### config.mk
export PLATFORM = sky130hd
export DESIGN_NAME = sorted_priority_queue
export DESIGN_NICKNAME = d
export VERILOG_FILES = /design/src/design/spq_pkg.sv /design/src/design/spq_cell.sv /design/src/design/sorted_priority_queue.sv
export SDC_FILE = /design/constraint.sdc
export NUM_CORES = 2
export LEC_CHECK = 0
export BUFFER_PORTS_ARGS = -buffer_cell sky130_fd_sc_hd__buf_4
export CORE_MARGIN = 2
export CORE_UTILIZATION = 40
export CTS_CLUSTER_DIAMETER = 50
export DETAILED_ROUTE_END_ITERATION = 8
export SKIP_CTS_REPAIR_TIMING = 1
export SLEW_MARGIN = 20
export SYNTH_ARGS = -nofsm -noshare
export SYNTH_HDL_FRONTEND = slang
export SYNTH_HIERARCHICAL = 1
export SYNTH_SLANG_ARGS = --single-unit
### constraint.sdc
create_clock -name clk -period 6.51 [get_ports clk]
set_clock_uncertainty 0.2 [all_clocks]
set_input_delay 1.953 -clock clk [delete_from_list [all_inputs] [get_ports clk]]
set_output_delay 1.953 -clock clk [all_outputs]
set_load 0.005 [all_outputs]
### src/design/spq_pkg.sv
// Shared types and constants of the sorted priority queue.
`default_nettype none

package spq_pkg;

	localparam int DEPTH_DEFAULT = 32;

	localparam logic KIND_INSERT = 1'b0;
	localparam logic KIND_READ   = 1'b1;

	typedef enum logic [1:0] {
		ST_INSERTED = 2'd0,
		ST_FULL     = 2'd1,
		ST_READ_OK  = 2'd2,
		ST_RANGE    = 2'd3
	} status_t;

	typedef struct packed {
		logic signed [15:0] prio;
		logic        [31:0] tag;
	} spq_entry_t;

	// Broadcast to every cell.
	typedef struct packed {
		logic       insert;
		spq_entry_t entry;
	} spq_ctl_t;

	// Handed from each cell to its right-hand neighbour.
	typedef struct packed {
		logic       ge;
		spq_entry_t entry;
	} spq_link_t;

endpackage

`default_nettype wire

### src/design/spq_cell.sv
// One compare-and-shift cell of the sorted priority queue.
`default_nettype none

module spq_cell
	import spq_pkg::*;
(
	input  wire logic      clk,
	input  wire spq_ctl_t  ctl,
	input  wire logic      occupied,
	input  wire spq_link_t left,
	output spq_link_t      right
);

	spq_entry_t entry_q;
	logic       ge;

	// Occupied and at least as high as the new entry: stay put.
	assign ge = occupied && ($signed(entry_q.prio) >= $signed(ctl.entry.prio));

	always_ff @(posedge clk) begin
		if (ctl.insert && !ge) begin
			entry_q <= left.ge ? ctl.entry : left.entry;
		end
	end

	assign right.ge    = ge;
	assign right.entry = entry_q;

endmodule

`default_nettype wire

### src/design/sorted_priority_queue.sv
// Top level of the sorted priority queue: cell row, count and result register.
`default_nettype none

// Sorted priority queue. Holds up to DEPTH entries (tag and signed priority)
// in descending order of priority in a row of compare-and-shift cells. An
// insert lands after every entry of equal or higher priority, so equal
// priorities keep their arrival order; a full table refuses it. A read returns
// the entry at the given position, or an out-of-range status. Every accepted
// item yields exactly one result, registered in the cycle after the transfer.
// Throughput is one item per cycle: every cell compares against the new entry
// and takes either it or its left neighbour's entry in the same cycle, and the
// position read is a single select over the row. in_ready drops only while a
// result waits in the output register and out_ready is low. No clearing pass
// is needed after reset; only the count and the output valid flag are cleared.
module sorted_priority_queue
	import spq_pkg::*;
#(
	parameter int DEPTH = DEPTH_DEFAULT
) (
	input  wire logic               clk,
	input  wire logic               arst_n,
	input  wire logic               in_valid,
	output logic                    in_ready,
	input  wire logic               kind,
	input  wire logic        [31:0] item_tag,
	input  wire logic signed [15:0] priority_req,
	input  wire logic        [4:0]  position,
	output logic                    out_valid,
	input  wire logic               out_ready,
	output logic             [1:0]  status,
	output logic             [31:0] out_tag,
	output logic signed      [15:0] out_priority,
	output logic             [5:0]  entry_count
);

	localparam int CW = $clog2(DEPTH + 1);
	localparam int IW = $clog2(DEPTH);
	localparam int PW = CW + 5;

	logic          in_xfer;
	logic [CW-1:0] count_q;
	logic [CW-1:0] count_nxt;
	logic          full;
	spq_ctl_t      ctl;
	spq_link_t     link [DEPTH+1];
	logic          occ  [DEPTH];
	spq_entry_t    rd_entry;
	logic [PW-1:0] pos_ext;
	logic          in_range;
	status_t       res_status;
	spq_entry_t    res_entry;
	logic [PW-1:0] count_ext;

	status_t       status_q;
	logic [31:0]   tag_q;
	logic [15:0]   prio_q;
	logic [5:0]    count_out_q;
	logic          out_valid_q;

	// Accept whenever the result register is free or being emptied.
	assign in_ready = !out_valid_q || out_ready;
	assign in_xfer  = in_valid && in_ready;

	assign full = (count_q == CW'(DEPTH));

	assign ctl.insert     = in_xfer && (kind == KIND_INSERT) && !full;
	assign ctl.entry.prio = priority_req;
	assign ctl.entry.tag  = item_tag;

	// Left end of the row: the new entry goes in front of everything lower.
	assign link[0].ge    = 1'b1;
	assign link[0].entry = '0;

	for (genvar i = 0; i < DEPTH; i++) begin : g_cell
		assign occ[i] = (count_q > CW'(i));

		spq_cell u_cell (
			.clk      (clk),
			.ctl      (ctl),
			.occupied (occ[i]),
			.left     (link[i]),
			.right    (link[i+1])
		);
	end

	// Read select over the row; only positions below the count are used.
	assign pos_ext  = {{CW{1'b0}}, position};
	assign in_range = (pos_ext < {5'd0, count_q}) && (pos_ext < PW'(DEPTH));

	always_comb begin
		rd_entry = '0;
		for (int j = 0; j < DEPTH; j++) begin
			if (pos_ext[IW-1:0] == IW'(j)) begin
				rd_entry = link[j+1].entry;
			end
		end
	end

	// Result of the item in flight; zero payload unless a read hits.
	always_comb begin
		count_nxt = count_q;
		res_entry = '0;
		res_status = ST_INSERTED;
		case (kind)
			KIND_INSERT: begin
				if (full) begin
					res_status = ST_FULL;
				end else begin
					res_status = ST_INSERTED;
					count_nxt  = count_q + CW'(1);
				end
			end
			KIND_READ: begin
				if (in_range) begin
					res_status = ST_READ_OK;
					res_entry  = rd_entry;
				end else begin
					res_status = ST_RANGE;
				end
			end
			default: begin
				res_status = ST_RANGE;
			end
		endcase
	end

	assign count_ext = {5'd0, count_nxt};

	// Hold the count and the output handshake state.
	always_ff @(posedge clk or negedge arst_n) begin
		if (!arst_n) begin
			count_q     <= '0;
			out_valid_q <= 1'b0;
		end else begin
			if (in_xfer) begin
				count_q     <= count_nxt;
				out_valid_q <= 1'b1;
			end else if (out_ready) begin
				out_valid_q <= 1'b0;
			end
		end
	end

	// Result payload: load on every input transfer, hold otherwise.
	always_ff @(posedge clk) begin
		if (in_xfer) begin
			status_q    <= res_status;
			tag_q       <= res_entry.tag;
			prio_q      <= res_entry.prio;
			count_out_q <= count_ext[5:0];
		end
	end

	assign out_valid    = out_valid_q;
	assign status       = status_q;
	assign out_tag      = tag_q;
	assign out_priority = prio_q;
	assign entry_count  = count_out_q;

endmodule

`default_nettype wire

==> flow_metrics.tcl <==
set metrics [dict create \
    num_rows 180 \
    drv_slew 0 \
    cap_violations 0 \
    fillers 21700 \
    rrSetupSlack_ps 2090 \
    hold_class "flip-flop to flip-flop" \
    clk_transition_reported_paths_ps 60 \
    grt_max_degree 109 \
    worst_pin_slew_ps 1210 \
    powerDensity_nw_per_um2 308 \
    critPathKind "input port to flip-flop" \
    drive_gt1_share_pct 33.3 \
    clk_path_buf_depth 3 \
    initial_core_util_pct 40.2 \
    drt-initial-drc-count 7518 \
    crit_end "g_cell[9].u_cell/right[8]" \
    syn_avg_cell_area_um2 12.6 \
    crit_slowest_cell "buf_4" \
    viasPerCell 6.17 \
    layout_min_cycle_time_ps 5030 \
    antenna_found_initial 19 \
    grt_pass1_wl_um 493000 \
    r2r_cells 10 \
    cts_made_buffers 201 \
    fmaxAchievable_ghz 0.199 \
    crit_start "priority_req[9]" \
    syn-cell-area_um2 96400 \
    cts_htree_levels 4 \
    cts_root_buf "clkbuf_16" \
    dp_hpwl_um 245000 \
    crit_chain "buf_4, buf_4, inv_1, ha_1, nand4_1, nor4_1, a21boi_2, o311ai_2, nand2_2, buf_4, mux2_2" \
    grtUsageTotal_pct 27.3 \
    outcome "complete, no violations" \
    reg2reg_to "g_cell[10].u_cell/right[13]" \
    grt_pass1_vias 67900 \
    ir_drop_uv 198 \
    vias 69200 \
    cp.arrival_ps 5430 \
    cp-end-kind "flip-flop" \
    die_height_um 495 \
    die_x_um 495 \
    utilization_pct 45.6 \
    gp_congestion 0.953 \
    relSlewSlack_pct 19.0 \
    rsz0062_at_grt "false" \
    clk_latency_ps 880 \
    synthToLayoutAreaGrowth_pct 13.5 \
    cts_tree "yes" \
    cts_sinks 1599 \
    post_drt_wl_per_cell_um 30.5 \
    ant_nets 0 \
    ys.warnings.count 6 \
    fin_nets 8447 \
    drc_errors 0 \
    first_pass_iters 8 \
    setup_viol 0 \
    wl_um 342000 \
    port_buffers 115 \
    dieArea_um2 245000 \
    cp_max_fo 49 \
    setup-tns-final_ps 0 \
    pin_count 116 \
    r2r_start "count_q[1]" \
    synthCells 7631 \
    finalCritPeriodShare_pct 77.3 \
    hold_viol_final 0 \
    path_common_cell "buf_4" \
    slowest_delay_ps 690 \
    grt_overflow_total 0 \
    startpoint_type "input port" \
    design.core.area_um2 240000 \
    required_ps 6910 \
    p_leak_nw 40.0 \
]
[critical path, delay by kind of cell]
| family | cells | cell delay, ps |
|---|---|---|
| muxes | 1 | 420 |
| adders and majority gates | 1 | 310 |
| and+or+nand+nor | 3 | 650 |
| buffers and inverters | 4 | 1590 |
| AOI/OAI and AO/OA | 2 | 340 |
[placed cells by master (no fill, tap or decap), types with 27 or more instances in the layout]
cell          n
a211oi_1     30
a21o_1       67
a21oi_1     343
a221o_1      45
a22oi_1      67
a31oi_1      48
and3_1       52
and3_2       27
buf_12       78
buf_4       381
clkbuf_1     35
clkbuf_16   207
clkinv_1     35
clkinv_2     27
conb_1       51
edfxtp_1   1592
ha_1        520
inv_1       557
mux2_2     1605
mux2i_1      51
mux4_2       28
nand2_1     244
nand2b_1     43
nand3_1      70
nand4_1      79
nor2_1      179
nor2b_1      85
nor3_1       99
nor4_1       54
o211ai_1     83
o21a_1       32
o21ai_0     223
o221ai_1     49
o22ai_1     211
o31ai_1      57
or3_1        27
[cell type report]
class / count / area (µm²) / share of cell area, %
Clock inverter: 123 / 1230 / 1.12
Inverter: 562 / 2110 / 1.93
Antenna cell: 4 / 10.0 / 0.00915
Sequential cell: 1599 / 48000 / 43.9
Timing Repair Buffer: 461 / 4450 / 4.07
Tap cell: 3185 / 3990 / 3.64
Multi-Input combinational cell: 5044 / 44300 / 40.5
Clock buffer: 243 / 5330 / 4.87
[layer usage]
metal,share of wire [%],vias to the layer above,track usage (%)
li1,-,30200,-
met1,42,35100,37.2
met2,45,3327,42.2
met3,9.8,611,7.00
met4,3.5,12,9.36
met5,0.025,-,0
[registers in the layout, indices dropped and copies added, names as in the netlist]
name	flops
status	2
out_valid	1
g_cell.u_cell/right	1536
out_tag	32
out_priority	16
entry_count	6
count_q	6
[worst min path at each step]
stage | depth (start not counted) | to | startpoint | slack (ps)
detailed placement | 1 | g_cell[19].u_cell/right[11] | g_cell[18].u_cell/right[11] | 350
finish | 1 | g_cell[6].u_cell/right[24] | g_cell[5].u_cell/right[24] | 360
CTS | 1 | g_cell[6].u_cell/right[24] | g_cell[5].u_cell/right[24] | 360
floorplan | 1 | g_cell[12].u_cell/right[26] | g_cell[11].u_cell/right[26] | 340
global placement | 1 | g_cell[14].u_cell/right[18] | g_cell[13].u_cell/right[18] | 350
global route | 1 | g_cell[6].u_cell/right[24] | g_cell[5].u_cell/right[24] | 380
[per-stage QoR]
step | instances | power, mW | cell area, µm² | hold slack [ps] | setup slack [ps]
final | 11200 | 33.7 | 109000 | 357 | 1480
after global routing | 11200 | 34.8 | 109000 | 379 | 1420
after CTS | 11200 | 33.7 | 109000 | 361 | 1610
after detailed placement | 10900 | 22.5 | 103000 | 352 | 697
after global placement | 10900 | 22.3 | 103000 | 347 | 744
after floorplan | 7680 | 19.4 | 96600 | 342 | 1070
[power by group]
part           switching [mW]  internal, mW  total, mW  leakage, nW
registers               0.608          12.9       13.5         14.6
clock network            4.64          6.57       11.2         3.15
logic                    4.91          4.08       8.99         22.2
total                    10.2          23.5       33.7         40.0
(Power assumes the default switching activity.)
